### src/rtl/char_lcd_text_cursor_writer_core_macros.svh
// ----------------------------------------------------------------------------
// char_lcd_text_cursor_writer_core_macros
// assertion macros used by the back end (cltw_back) of the lcd text writer
// ----------------------------------------------------------------------------
`ifndef CHAR_LCD_TEXT_CURSOR_WRITER_CORE_MACROS_SVH
`define CHAR_LCD_TEXT_CURSOR_WRITER_CORE_MACROS_SVH

// same-cycle implication, clocked on clk, off during reset
`define CLTW_ASSERT_NOW(label, ante, cons, msg) \
	label: assert property (@(posedge clk) disable iff (!arst_n) (ante) |-> (cons)) \
	else $error(msg);

// next-cycle implication, clocked on clk, off during reset
`define CLTW_ASSERT_NEXT(label, ante, cons, msg) \
	label: assert property (@(posedge clk) disable iff (!arst_n) (ante) |=> (cons)) \
	else $error(msg);

`endif

### src/rtl/cltw_pkg.sv
// ----------------------------------------------------------------------------
// cltw_pkg
// types, codes and the row base table of the lcd text writer
// ----------------------------------------------------------------------------
package cltw_pkg;

	localparam int WIDTH_W  = 6;
	localparam int COUNT_W  = 3;
	localparam int COL_W    = 8;
	localparam int ROW_W    = 3;
	localparam int CFG_IDX_W = 1;
	localparam int QUEUE_DEPTH_DEF = 4;

	// request codes
	localparam logic [1:0] REQ_PUT   = 2'd0;
	localparam logic [1:0] REQ_GOTO  = 2'd1;
	localparam logic [1:0] REQ_CLEAR = 2'd2;

	// register indexes
	localparam logic [CFG_IDX_W-1:0] CFG_LINE_WIDTH = 1'd0;
	localparam logic [CFG_IDX_W-1:0] CFG_LINE_COUNT = 1'd1;

	localparam logic [WIDTH_W-1:0] LINE_WIDTH_RST = 6'd16;
	localparam logic [COUNT_W-1:0] LINE_COUNT_RST = 3'd2;

	localparam logic [7:0] CH_CR     = 8'h0D;
	localparam logic [7:0] CH_LF     = 8'h0A;
	localparam logic [7:0] CMD_CLEAR = 8'h01;

	localparam logic RS_CMD  = 1'b0;
	localparam logic RS_DATA = 1'b1;

	typedef struct packed {
		logic [1:0]         req_type;
		logic [7:0]         char_code;
		logic [WIDTH_W-1:0] goto_col;
		logic [ROW_W-1:0]   goto_row;
	} req_t;

	typedef struct packed {
		logic       reg_select;
		logic [3:0] bus_nibble;
		logic       last;
	} result_t;

	// one or two bus bytes decided by the front end
	typedef struct packed {
		logic       two;
		logic       rs0;
		logic [7:0] b0;
		logic       rs1;
		logic [7:0] b1;
	} entry_t;

	function automatic logic [7:0] row_base(input logic [1:0] row);
		logic [7:0] base;
		case (row)
			2'd0: base = 8'h80;
			2'd1: base = 8'hC0;
			2'd2: base = 8'h94;
			default: base = 8'hD4;
		endcase
		return base;
	endfunction

endpackage

### src/rtl/char_lcd_text_cursor_writer_core.sv
// ----------------------------------------------------------------------------
// char_lcd_text_cursor_writer_core
// text front end for a 4-bit character lcd bus
// ----------------------------------------------------------------------------
// requests enter on push/full as one item: put character, go to column and
// row, or clear and home. a beat is taken when push is high and full low.
// results leave on empty/pop: each beat is one bus write, a register-select
// bit and a nibble, high nibble of a byte first, last set on the final beat
// of a request. a request gives zero, two or four beats.
// the configuration channel (cfg_valid/cfg_ready, always ready) sets
// line width and line count; write it only while the block is idle.
// the first beat of a request passes the entry queue and then the output
// register before it shows on the result ports and can be popped.
// the back end moves one beat per cycle out of the output register while
// the receiver keeps popping; the front takes one request per cycle until
// the entry queue (QUEUE_DEPTH requests) fills.
// reset clears cursor to row 0 column 0, width 16, count 2, queue empty.
// when the receiver stalls, the output register holds its beat, the queue
// fills and then full rises; nothing is dropped.
// ----------------------------------------------------------------------------
module char_lcd_text_cursor_writer_core import cltw_pkg::*; #(
	parameter int QUEUE_DEPTH = QUEUE_DEPTH_DEF
) (
	input  logic                 clk,
	input  logic                 arst_n,
	// request side
	input  logic                 push,
	output logic                 full,
	input  req_t                 item,
	// result side
	output logic                 empty,
	input  logic                 pop,
	output result_t              result,
	// configuration writes
	input  logic                 cfg_valid,
	output logic                 cfg_ready,
	input  logic [CFG_IDX_W-1:0] cfg_index,
	input  logic [WIDTH_W-1:0]   cfg_data
);

	// queue between the request decoder and the nibble serializer
	logic   q_full;
	logic   q_empty;
	logic   q_push;
	logic   q_pop;
	entry_t q_wr_entry;
	entry_t q_head;

	// front: cursor tracking, line wrap, go-to checks, byte decisions
	cltw_front u_front (
		.clk       (clk),
		.arst_n    (arst_n),
		.push      (push),
		.full      (full),
		.item      (item),
		.cfg_valid (cfg_valid),
		.cfg_ready (cfg_ready),
		.cfg_index (cfg_index),
		.cfg_data  (cfg_data),
		.q_full    (q_full),
		.q_push    (q_push),
		.q_entry   (q_wr_entry)
	);

	// requests that make no bus write never enter the queue
	cltw_queue #(
		.DEPTH (QUEUE_DEPTH)
	) u_queue (
		.clk     (clk),
		.arst_n  (arst_n),
		.wr_en   (q_push),
		.wr_data (q_wr_entry),
		.q_full  (q_full),
		.rd_en   (q_pop),
		.rd_data (q_head),
		.q_empty (q_empty)
	);

	// back: one nibble beat per cycle into the output register unless stalled
	cltw_back u_back (
		.clk     (clk),
		.arst_n  (arst_n),
		.q_head  (q_head),
		.q_empty (q_empty),
		.q_pop   (q_pop),
		.empty   (empty),
		.pop     (pop),
		.result  (result)
	);

endmodule

### src/rtl/cltw_front.sv
// ----------------------------------------------------------------------------
// cltw_front
// takes requests, keeps the cursor and line setup, decides the bus bytes
// ----------------------------------------------------------------------------
module cltw_front import cltw_pkg::*; (
	input  logic                 clk,
	input  logic                 arst_n,
	input  logic                 push,
	output logic                 full,
	input  req_t                 item,
	input  logic                 cfg_valid,
	output logic                 cfg_ready,
	input  logic [CFG_IDX_W-1:0] cfg_index,
	input  logic [WIDTH_W-1:0]   cfg_data,
	input  logic                 q_full,
	output logic                 q_push,
	output entry_t               q_entry
);

	logic [WIDTH_W-1:0] width_q;
	logic [COUNT_W-1:0] count_q;
	logic [COL_W-1:0]   col_q, col_d;
	logic [ROW_W-1:0]   row_q, row_d;
	logic               accept;
	logic               emit;
	logic               lm_ok, lm_emit;
	logic [ROW_W-1:0]   nrow;
	entry_t             ent;

	assign full      = q_full;
	assign cfg_ready = 1'b1;
	assign accept    = push && !q_full;
	assign q_push    = accept && emit;
	assign q_entry   = ent;

	always_comb begin
		col_d   = col_q;
		row_d   = row_q;
		ent     = '0;
		emit    = 1'b0;
		lm_ok   = row_q < count_q;
		nrow    = row_q + 3'd1;
		lm_emit = lm_ok && (width_q != '0) && (nrow < count_q) && !nrow[2];
		case (item.req_type)
			REQ_PUT: begin
				if (item.char_code == CH_CR) begin
					emit = 1'b0;
				end else if (item.char_code == CH_LF) begin
					if (lm_ok) begin
						col_d = '0;
						row_d = nrow;
						if (lm_emit) begin
							emit    = 1'b1;
							ent.rs0 = RS_CMD;
							ent.b0  = row_base(nrow[1:0]);
						end
					end
				end else begin
					emit = 1'b1;
					if ((col_q >= {2'b00, width_q}) && lm_ok) begin
						// wrap to next line, the char then lands in column 0
						row_d = nrow;
						col_d = 8'd1;
						if (lm_emit) begin
							ent.two = 1'b1;
							ent.rs0 = RS_CMD;
							ent.b0  = row_base(nrow[1:0]);
							ent.rs1 = RS_DATA;
							ent.b1  = item.char_code;
						end else begin
							ent.rs0 = RS_DATA;
							ent.b0  = item.char_code;
						end
					end else begin
						col_d   = (col_q != 8'hFF) ? col_q + 8'd1 : col_q;
						ent.rs0 = RS_DATA;
						ent.b0  = item.char_code;
					end
				end
			end
			REQ_GOTO: begin
				if ((item.goto_col < width_q) && (item.goto_row < count_q)
					&& !item.goto_row[2]) begin
					emit    = 1'b1;
					ent.rs0 = RS_CMD;
					ent.b0  = row_base(item.goto_row[1:0]) + {2'b00, item.goto_col};
					col_d   = {2'b00, item.goto_col};
					row_d   = item.goto_row;
				end
			end
			REQ_CLEAR: begin
				emit    = 1'b1;
				ent.rs0 = RS_CMD;
				ent.b0  = CMD_CLEAR;
				if ((width_q != '0) && (count_q != '0)) begin
					ent.two = 1'b1;
					ent.rs1 = RS_CMD;
					ent.b1  = row_base(2'd0);
					col_d   = '0;
					row_d   = '0;
				end
			end
			default: begin
				emit = 1'b0;
			end
		endcase
	end

	always_ff @(posedge clk or negedge arst_n) begin
		if (!arst_n) begin
			col_q <= '0;
			row_q <= '0;
		end else if (accept) begin
			col_q <= col_d;
			row_q <= row_d;
		end
	end

	always_ff @(posedge clk or negedge arst_n) begin
		if (!arst_n) begin
			width_q <= LINE_WIDTH_RST;
			count_q <= LINE_COUNT_RST;
		end else if (cfg_valid && cfg_ready) begin
			case (cfg_index)
				CFG_LINE_WIDTH: width_q <= cfg_data;
				CFG_LINE_COUNT: count_q <= cfg_data[COUNT_W-1:0];
				default: width_q <= width_q;
			endcase
		end
	end

endmodule

### src/rtl/cltw_queue.sv
// ----------------------------------------------------------------------------
// cltw_queue
// short first-in first-out queue of byte entries between front and back
// ----------------------------------------------------------------------------
module cltw_queue import cltw_pkg::*; #(
	parameter int DEPTH = QUEUE_DEPTH_DEF
) (
	input  logic   clk,
	input  logic   arst_n,
	input  logic   wr_en,
	input  entry_t wr_data,
	output logic   q_full,
	input  logic   rd_en,
	output entry_t rd_data,
	output logic   q_empty
);

	localparam int PTR_W = (DEPTH > 1) ? $clog2(DEPTH) : 1;
	localparam int CNT_W = $clog2(DEPTH + 1);

	entry_t           mem [DEPTH];
	logic [PTR_W-1:0] wr_ptr_q, rd_ptr_q;
	logic [CNT_W-1:0] cnt_q;
	logic             do_wr, do_rd;

	assign q_full  = cnt_q == CNT_W'(DEPTH);
	assign q_empty = cnt_q == '0;
	assign do_wr   = wr_en && !q_full;
	assign do_rd   = rd_en && !q_empty;
	assign rd_data = mem[rd_ptr_q];

	always_ff @(posedge clk) begin
		if (do_wr) begin
			mem[wr_ptr_q] <= wr_data;
		end
	end

	always_ff @(posedge clk or negedge arst_n) begin
		if (!arst_n) begin
			wr_ptr_q <= '0;
			rd_ptr_q <= '0;
			cnt_q    <= '0;
		end else begin
			if (do_wr) begin
				wr_ptr_q <= (wr_ptr_q == PTR_W'(DEPTH - 1)) ? '0 : wr_ptr_q + 1'b1;
			end
			if (do_rd) begin
				rd_ptr_q <= (rd_ptr_q == PTR_W'(DEPTH - 1)) ? '0 : rd_ptr_q + 1'b1;
			end
			case ({do_wr, do_rd})
				2'b10:   cnt_q <= cnt_q + 1'b1;
				2'b01:   cnt_q <= cnt_q - 1'b1;
				default: cnt_q <= cnt_q;
			endcase
		end
	end

endmodule

### src/rtl/cltw_back.sv
// ----------------------------------------------------------------------------
// cltw_back
// splits queued bytes into nibbles, high nibble first, one per unstalled cycle
// ----------------------------------------------------------------------------
module cltw_back import cltw_pkg::*; (
	input  logic    clk,
	input  logic    arst_n,
	input  entry_t  q_head,
	input  logic    q_empty,
	output logic    q_pop,
	output logic    empty,
	input  logic    pop,
	output result_t result
);

`include "char_lcd_text_cursor_writer_core_macros.svh"

	logic [1:0] idx_q;
	logic       out_valid_q;
	result_t    out_q;
	logic       load;
	logic       nib_last;
	logic [7:0] cur_byte;
	logic       cur_rs;

	assign load     = !out_valid_q || pop;
	assign cur_byte = idx_q[1] ? q_head.b1 : q_head.b0;
	assign cur_rs   = idx_q[1] ? q_head.rs1 : q_head.rs0;
	assign nib_last = idx_q[0] && (idx_q[1] || !q_head.two);
	assign q_pop    = load && !q_empty && nib_last;
	assign empty    = !out_valid_q;
	assign result   = out_q;

	always_ff @(posedge clk) begin
		if (load && !q_empty) begin
			out_q.reg_select <= cur_rs;
			out_q.bus_nibble <= idx_q[0] ? cur_byte[3:0] : cur_byte[7:4];
			out_q.last       <= nib_last;
		end
	end

	always_ff @(posedge clk or negedge arst_n) begin
		if (!arst_n) begin
			idx_q       <= '0;
			out_valid_q <= 1'b0;
		end else if (load) begin
			out_valid_q <= !q_empty;
			if (!q_empty) begin
				idx_q <= nib_last ? 2'd0 : idx_q + 2'd1;
			end
		end
	end

	`CLTW_ASSERT_NOW(a_idx_has_entry, idx_q != 2'd0, !q_empty, "nibble index set with no entry")
	`CLTW_ASSERT_NOW(a_single_byte, !q_empty && !q_head.two, !idx_q[1], "second byte on one-byte entry")
	`CLTW_ASSERT_NEXT(a_idx_restart, q_pop, idx_q == 2'd0, "index not cleared after entry")

endmodule
### config.mk
export PLATFORM = sky130hd
export DESIGN_NAME = char_lcd_text_cursor_writer_core
export DESIGN_NICKNAME = d
export VERILOG_FILES = /design/src/rtl/cltw_pkg.sv /design/src/rtl/char_lcd_text_cursor_writer_core.sv /design/src/rtl/cltw_front.sv /design/src/rtl/cltw_queue.sv /design/src/rtl/cltw_back.sv
export VERILOG_INCLUDE_DIRS = /design/src /design/src/rtl
export SDC_FILE = /design/constraint.sdc
export NUM_CORES = 1
export LEC_CHECK = 0
export ABC_AREA = 0
export BUFFER_PORTS_ARGS = -buffer_cell sky130_fd_sc_hd__buf_2
export CAP_MARGIN = 15
export CORE_ASPECT_RATIO = 1.4
export CORE_MARGIN = 4
export CORE_UTILIZATION = 45
export CTS_CLUSTER_SIZE = 40
export DETAILED_ROUTE_END_ITERATION = 10
export PLACE_DENSITY_LB_ADDON = 0.3
export SLEW_MARGIN = 20
export SYNTH_ARGS = -nofsm -noshare
export SYNTH_HDL_FRONTEND = slang
export SYNTH_HIERARCHICAL = 1
export SYNTH_SLANG_ARGS = --single-unit
### constraint.sdc
create_clock -name clk -period 3.89 [get_ports clk]
set_clock_uncertainty 0.2 [all_clocks]
set_input_delay 0.1945 -clock clk [delete_from_list [all_inputs] [get_ports clk]]
set_output_delay 0.1945 -clock clk [all_outputs]
set_load 0.1 [all_outputs]
# After elaboration in Yosys (flattened, before gate mapping)
# Memories as Yosys holds them, arrays and structs flattened.
# Index checks and enable logic that the tools add are counted.
word_totals:
  in_bits: 31
  register_bits: 36
  output_inout_bits: 9
  ramBits: 76
  word_cells: 134
  mem_count: 1
op_classes:
  order_cmp: 5
  n_bitwise: 2
  n_reduce_logical: 35
  mux: 51
  eq_ne: 20
  add_sub_neg: 8
mem_list:
  columns: ["memory", "words", "width", "rd", "rd_clocked_by_memory_dff", "wr", "line", "rtl"]
  rows:
  - ["u_queue.mem", 4, 19, 1, 0, 1, "cltw_queue.sv:21", "entry_t mem [DEPTH];"]
op_table:
  columns: ["cell", "count"]
  rows:
  - ["$mux W8", 13]
  - ["$mux W9", 7]
  - ["$pmux W7 S3", 2]
  - ["$pmux W9 S3", 1]
  - ["$pmux W8 S3", 1]
  - ["$mux W19", 1]
  - ["$mux W3", 6]
  - ["$pmux W9 S2", 1]
  - ["$eq A8 B4 Y1 const B", 2]
  - ["$logic_and A1 B1 Y1", 14]
  - ["$reduce_and A7 Y1", 2]
  - ["$eq A2 B2 Y1 const B", 6]
  - ["$mux W1", 11]
  - ["$lt A3 B3 Y1", 3]
  - ["$pmux W3 S3", 1]
  - ["$add A8 B1 Y8 const B", 1]
  - ["$add A8 B6 Y8", 1]
  - ["$eq A2 B1 Y1 const B", 4]
  - ["$ge A8 B6 Y1", 1]
  - ["$ne A8 B8 Y1 const B", 1]
  - ["$add A2 B1 Y2 const B", 3]
  - ["$add A3 B1 Y3 const B", 2]
  - ["$logic_not A1 Y1", 6]
  - ["$logic_not A2 Y1", 3]
  - ["20 further kinds", 28]

# Longest topological paths before layout
depth:
  depth_word: 13
  ltp_mapped: 17
  ltp_nobuf: 17

# Cells and area by module
# The synthesis kept the hierarchy.
modules_own_cells:
  columns: ["mod", "area_per_inst_um2", "seq_area_each_um2", "n_inst", "cells_each"]
  rows:
  - ["cltw_queue", 3224.3, 2457.4, 1, 139]
  - ["cltw_front", 2140.8, 503.0, 1, 250]
  - ["cltw_back", 449.2, 255.2, 1, 26]

# Least setup slack after synthesis
# OpenSTA, ideal clock, no wires.
synth_path:
  path_type: "register to register"
  start: "register u_front.row_q[0]"
  end: "register u_queue.cnt_q[2]"
  n_path_buf: 0
  setup_time_ns: 0.125
  path_stages_with_launch: 18
  slack_ns: 0.662
  period_less_slack_ns: 3.228
  t_arrival_ns: 2.903
  required_time_ns: 3.565
  path_cell_list: "dfrtp_1 > inv_1 > ha_1 > ha_1 > a21boi_0 > o21ai_0 > nand4_1 > a21oi_1 > nor3_1 > nor4b_1 > nor2b_4 > inv_1 > ha_1 > inv_1 > fa_1 > xor2_1 > nor2_1 > xor2_1"
synth_between:
  elab_chain_cells: 13
  elab_cells_between_ends: 18
  cone_classes: "1 x add/sub; 2 x order compare; 2 x eq/ne; 6 x mux; 7 x reduce/logical"
synth_lines:
  columns: ["element", "line", "rtl"]
  rows:
  - ["start: declaration", "cltw_front.sv:23", "logic [ROW_W-1:0] row_q, row_d;"]
  - ["start signal: assignment", "cltw_front.sv:115", "row_q <= row_d;"]
  - ["$add A3 B1 Y3 / $lt A3 B3 Y1 (equally long branches)", "cltw_front.sv:42, cltw_front.sv:41", null]
  - ["$lt A3 B3 Y1 / $logic_and A1 B1 Y1 (equally long branches)", "cltw_front.sv:43", "lm_emit = lm_ok && (width_q != '0) && (nrow < count_q) && !nrow[2];"]
  - ["$logic_and A1 B1 Y1 (2 in a row)", "cltw_front.sv:43", null]
  - ["$mux W1", "cltw_front.sv:52", "if (lm_emit) begin"]
  - ["$mux W1 *", "cltw_front.sv:49", "if (lm_ok) begin"]
  - ["$mux W1 *", "cltw_front.sv:48", "end else if (item.char_code == CH_LF) begin"]
  - ["$mux W1 *", "cltw_front.sv:46", "if (item.char_code == CH_CR) begin"]
  - ["$pmux W1 S3 *", "cltw_front.sv:44", "case (item.req_type)"]
  - ["$logic_and A1 B1 Y1 *", "cltw_front.sv:33", "assign q_push = accept && emit;"]
  - ["via q_push", "char_lcd_text_cursor_writer_core.sv:44", "logic q_push;"]
  - ["$logic_and A1 B1 Y1 *", "cltw_queue.sv:28", "assign do_wr = wr_en && !q_full;"]
  - ["$eq A2 B1 Y1 / $eq A2 B2 Y1 (equally long branches)", "cltw_queue.sv:50", "case ({do_wr, do_rd})"]
  - ["$pmux W3 S2 / $reduce_bool A2 Y1 (equally long branches)", null, null]
  - ["end signal: assignment", "cltw_queue.sv:51", "2'b10: cnt_q <= cnt_q + 1'b1;"]
  - ["end signal: assignment", "cltw_queue.sv:52", "2'b01: cnt_q <= cnt_q - 1'b1;"]
  - ["end signal: assignment", "cltw_queue.sv:53", "default: cnt_q <= cnt_q;"]
  - ["end: declaration", "cltw_queue.sv:23", "logic [CNT_W-1:0] cnt_q;"]
# The timed path passes the listed nets; every way through them passes the cells marked *.
# A chain may end at the register's enable or synchronous reset.

# Worst setup path in the final report
layout_path:
  start: "register u_front.count_q[1]"
  end: "register u_queue.cnt_q[2]"
layout_between:
  elab_chain_cells: 13
  elab_cells_between_ends: 20
  cone_classes: "3 x order compare; 2 x eq/ne; 7 x mux; 8 x reduce/logical"
layout_lines:
  columns: ["element", "line", "rtl"]
  rows:
  - ["start: declaration", "cltw_front.sv:21", "logic [COUNT_W-1:0] count_q;"]
  - ["start signal: assignment", "cltw_front.sv:126", "CFG_LINE_COUNT: count_q <= cfg_data[COUNT_W-1:0];"]
  - ["$lt A3 B3 Y1", "cltw_front.sv:41", "lm_ok = row_q < count_q;"]
  - ["$logic_and A1 B1 Y1 (3 in a row)", "cltw_front.sv:43", null]
  - ["$mux W1", "cltw_front.sv:52", null]
  - ["$mux W1", "cltw_front.sv:49", null]
  - ["$mux W1", "cltw_front.sv:48", null]
  - ["$mux W1", "cltw_front.sv:46", null]
  - ["$pmux W1 S3 *", "cltw_front.sv:44", null]
  - ["$logic_and A1 B1 Y1 *", "cltw_front.sv:33", null]
  - ["via q_push", "char_lcd_text_cursor_writer_core.sv:44", null]
  - ["$logic_and A1 B1 Y1 *", "cltw_queue.sv:28", null]
  - ["$eq A2 B1 Y1 / $eq A2 B2 Y1 (equally long branches)", "cltw_queue.sv:50", null]
  - ["$pmux W3 S2 / $reduce_bool A2 Y1 (equally long branches)", null, null]
# Marked as above.

==> impl_metrics.yaml <==
run_status:
  status: "finished clean"
critical_path:
  r2r-end: "u_queue/cnt_q[2]"
  reg2reg_from: "u_front/count_q[1]"
  worst-path-max-fanout: 7
  slowest_delay_ns: 0.57
  crit_top_cell: "inv_1"
  r2r_setup_slack_ns: 0.30
  r2r_cells: 16
  worstPathCellList: "inv_1, ha_1, and2_1, a21boi_1, nand4_1, a21oi_1, nor3_1, nor4b_1, nor2b_4, inv_1, ha_1, inv_1, fa_1, xor2_1, nor2_1, xor2_1"
  startpoint_type: "register"
  cp_slowest_cell: "dfstp_2"
  worst_ep_arrival_time_ns: 3.62
  required_ns: 3.93
  cp-end-kind: "register"
  worstSetupPathType: "register to register"
timing:
  tns_ns: 0
  slew_headroom: 0.5334
  period_needed_ns: 3.587
  period_share: 0.9220
  clock.fmax_ghz: 0.2788
  rsz0062_at_grt: "no"
  worst_pin_slew_ns: 0.6973
  setup_viol: 0
  finalMaxSlewViolations: 0
  hold_viol_final: 0
  hold-worst-slack_ns: 0.06066
  setup_ws_ns: 0.3033
drt:
  drtIter0Drc: 219
  avgRoutedWirePerCell_um: 19.58
  top_layer: "met4"
  wl_met1_mm: 4.830
  met2_length_mm: 6.463
  avgViaCountPerCell: 5.818
  wl_met3_um: 430
  routed_wl_mm: 12.02
  vias: 3572
  drtPass1Iterations: 4
  ant_nets: 0
  drcViolationCount: 0
yosys:
  ys_ff_latch: 112
  synthTopCellsByCount: "edfxtp_1 (82), ha_1 (35), dfrtp_1 (28), inv_1 (24), nand2_1 (24)"
  seq_area_frac_synth: 0.5530
  yosysMostFrequentCell: "edfxtp_1"
  synthFlopType: "edfxtp_1"
  netlist_instances: 415
  synth_top_area_frac: 0.4235
  syn_area_per_cell_um2: 14.01
  synthArstFlopShare: 0.2679
  syn_nets: 482
  syn_area_um2: 5814
  synth_edf_count: 82
  synth_cell_types: 75
  yosysWarnings: 6
  synth_top_area_cell: "edfxtp_1"
  ys_top_cells_by_area: "edfxtp_1 (42%), dfrtp_1 (12%), mux4_2 (8.9%)"
run:
  maxCapViolCount: 0
placed_design:
  io_buffers: 38
  pre_cts_slack_ns: 0.3280
  place_congestion: 0.9480
  dp_hpwl_mm: 8.984
cells_and_area:
  drive_above_1_share: 0.2457
  nFillCells: 1053
  regArea_um2: 3216
  syn2layout_area_growth_pct: 11.73
  n_antenna_cell: 0
  multi_input_area_um2: 2389
  nNetsFinal: 526
floorplanning:
  initial_core_util: 0.4654
  fp-row-count: 48
  die_area_um2: 14830
  fp.dieW_um: 104.1
  ios: 40
  core_area_um2: 12490
  chipHeight_um: 142.5
hold_path:
  hold_path_class: "input pin to register"
  min_delay_path_depth: 3
  holdPathEnd: "u_front/row_q[1]"
  hp-start: "item[1]"
global_routing:
  antenna_found_initial: 0
  grt_max_degree: 31
  grt_pass1_vias: 3646
  track_usage: 0.1697
  grt_pass1_wl_mm: 19.58
  grt_overflow: 0
clock_network:
  path_clk_slew_ns: 0.08
  cts_max_level: 3
  cts_buffers: 9
  cts_tree: "yes"
  cts_buffer_depth: 2
  cts-root-buf: "clkbuf_16"
  clk_latency_ns: 0.35
  cts_setup_buffers: 0
  cts_sinks: 112
power:
  power_density_nw_per_um2: 658.7
  p_leak_uw: 0.002546
  finalPower_uw: 4279
  vdd_drop_max_v: 0.0003013
-- flip-flops by register name (all words and copies together) (netlist names) --
signal              cells
u_front/row_q           3
u_front/col_q           8
u_queue/cnt_q           3
u_front/count_q         3
u_front/width_q         6
u_queue/mem            76
u_back/out_valid_q      1
u_queue/wr_ptr_q        2
u_back/result           6
u_back/idx_q            2
u_queue/rd_ptr_q        2
-- logic make-up (layout without fill, tap and decap cells) --
family                     after synthesis  after routing  synth area share
and+or+nand+nor                        108            108            0.1100
buffers and inverters                   41             90           0.03615
AOI/OAI and AO/OA                       72             72           0.09189
adders and majority gates               36             36           0.07876
muxes                                   37             37            0.1175
xor gates and xnor gates                 8              8           0.01205
DFF                                    112            112            0.5530
other                                    1              1         0.0006450
-- layout make-up --
type                       count  share of cell area
clock inverter                 7             0.01329
sequential                   112              0.4950
inverter                      24             0.01387
tap                          150             0.02889
clock buffer                   9             0.03467
timing repair buffer          50             0.04661
multi-input combinational    262              0.3677
-- through the flow --
| stage | std cells | cell area (um2) | util |
|---|---|---|---|
| after floorplan | 415 | 5814 | - |
| after global placement | 589 | 6095 | 0.4879 |
| after detailed placement | 589 | 6095 | 0.4879 |
| after CTS | 614 | 6496 | 0.5200 |
| after global routing | 614 | 6496 | 0.5200 |
| final | 614 | 6496 | 0.5200 |
-- worst max path at each step --
stage / slack [ns] / from / endpoint
after global routing: 0.008 / u_front/row_q[0] / u_queue/cnt_q[2]
final: 0.30 / u_front/count_q[1] / u_queue/cnt_q[2]
after CTS: 0.31 / u_front/count_q[1] / u_queue/cnt_q[2]
after floorplan: 0.66 / u_front/row_q[0] / u_queue/cnt_q[2]
after detailed placement: 0.33 / u_front/count_q[1] / u_queue/cnt_q[2]
after global placement: 0.42 / u_front/count_q[1] / u_queue/cnt_q[2]
-- critical path: cells and delay by family (launching register included) --
kind,cells,cell delay [ns]
AOI/OAI and AO/OA,2,0.43
xor gates and xnor gates,2,0.28
adders and majority gates,3,0.70
buffers and inverters,3,0.24
DFF,1,0.57
and+or+nand+nor,6,1.05
-- cells in the final DEF (no fill, tap or decap), drive strengths merged, types with 6 or more instances in the layout --
cell type    instances
nor2b                8
mux4                23
clkbuf               9
inv                 27
o21ai               15
nand3                8
dlygate4sd3          9
buf                 41
a21oi                9
o211ai               8
ha                  35
nand2               24
nand2b               6
edfxtp              82
and2                15
dfrtp               28
nor2                21
mux2                11
-- routing by layer --
metal  global-route usage  up-vias
met5                    0        -
met4              0.05812        0
met3              0.03404       24
met2               0.3080       86
met1               0.2018     1796
li1                     -     1666
-- report_power, final --
group,internal (uW),switching (uW)
clock network,513,439
registers,1520,173
logic,668,962
-- timing repair --
| action | 4_1_cts | 5_1_grt |
|---|---|---|
| endpoints found under the hold margin | 39 | 0 |
| hold buffers | 9 | 0 |
| gates resized for setup | 0 | 0 |
Power figures use the tool's default switching activity.
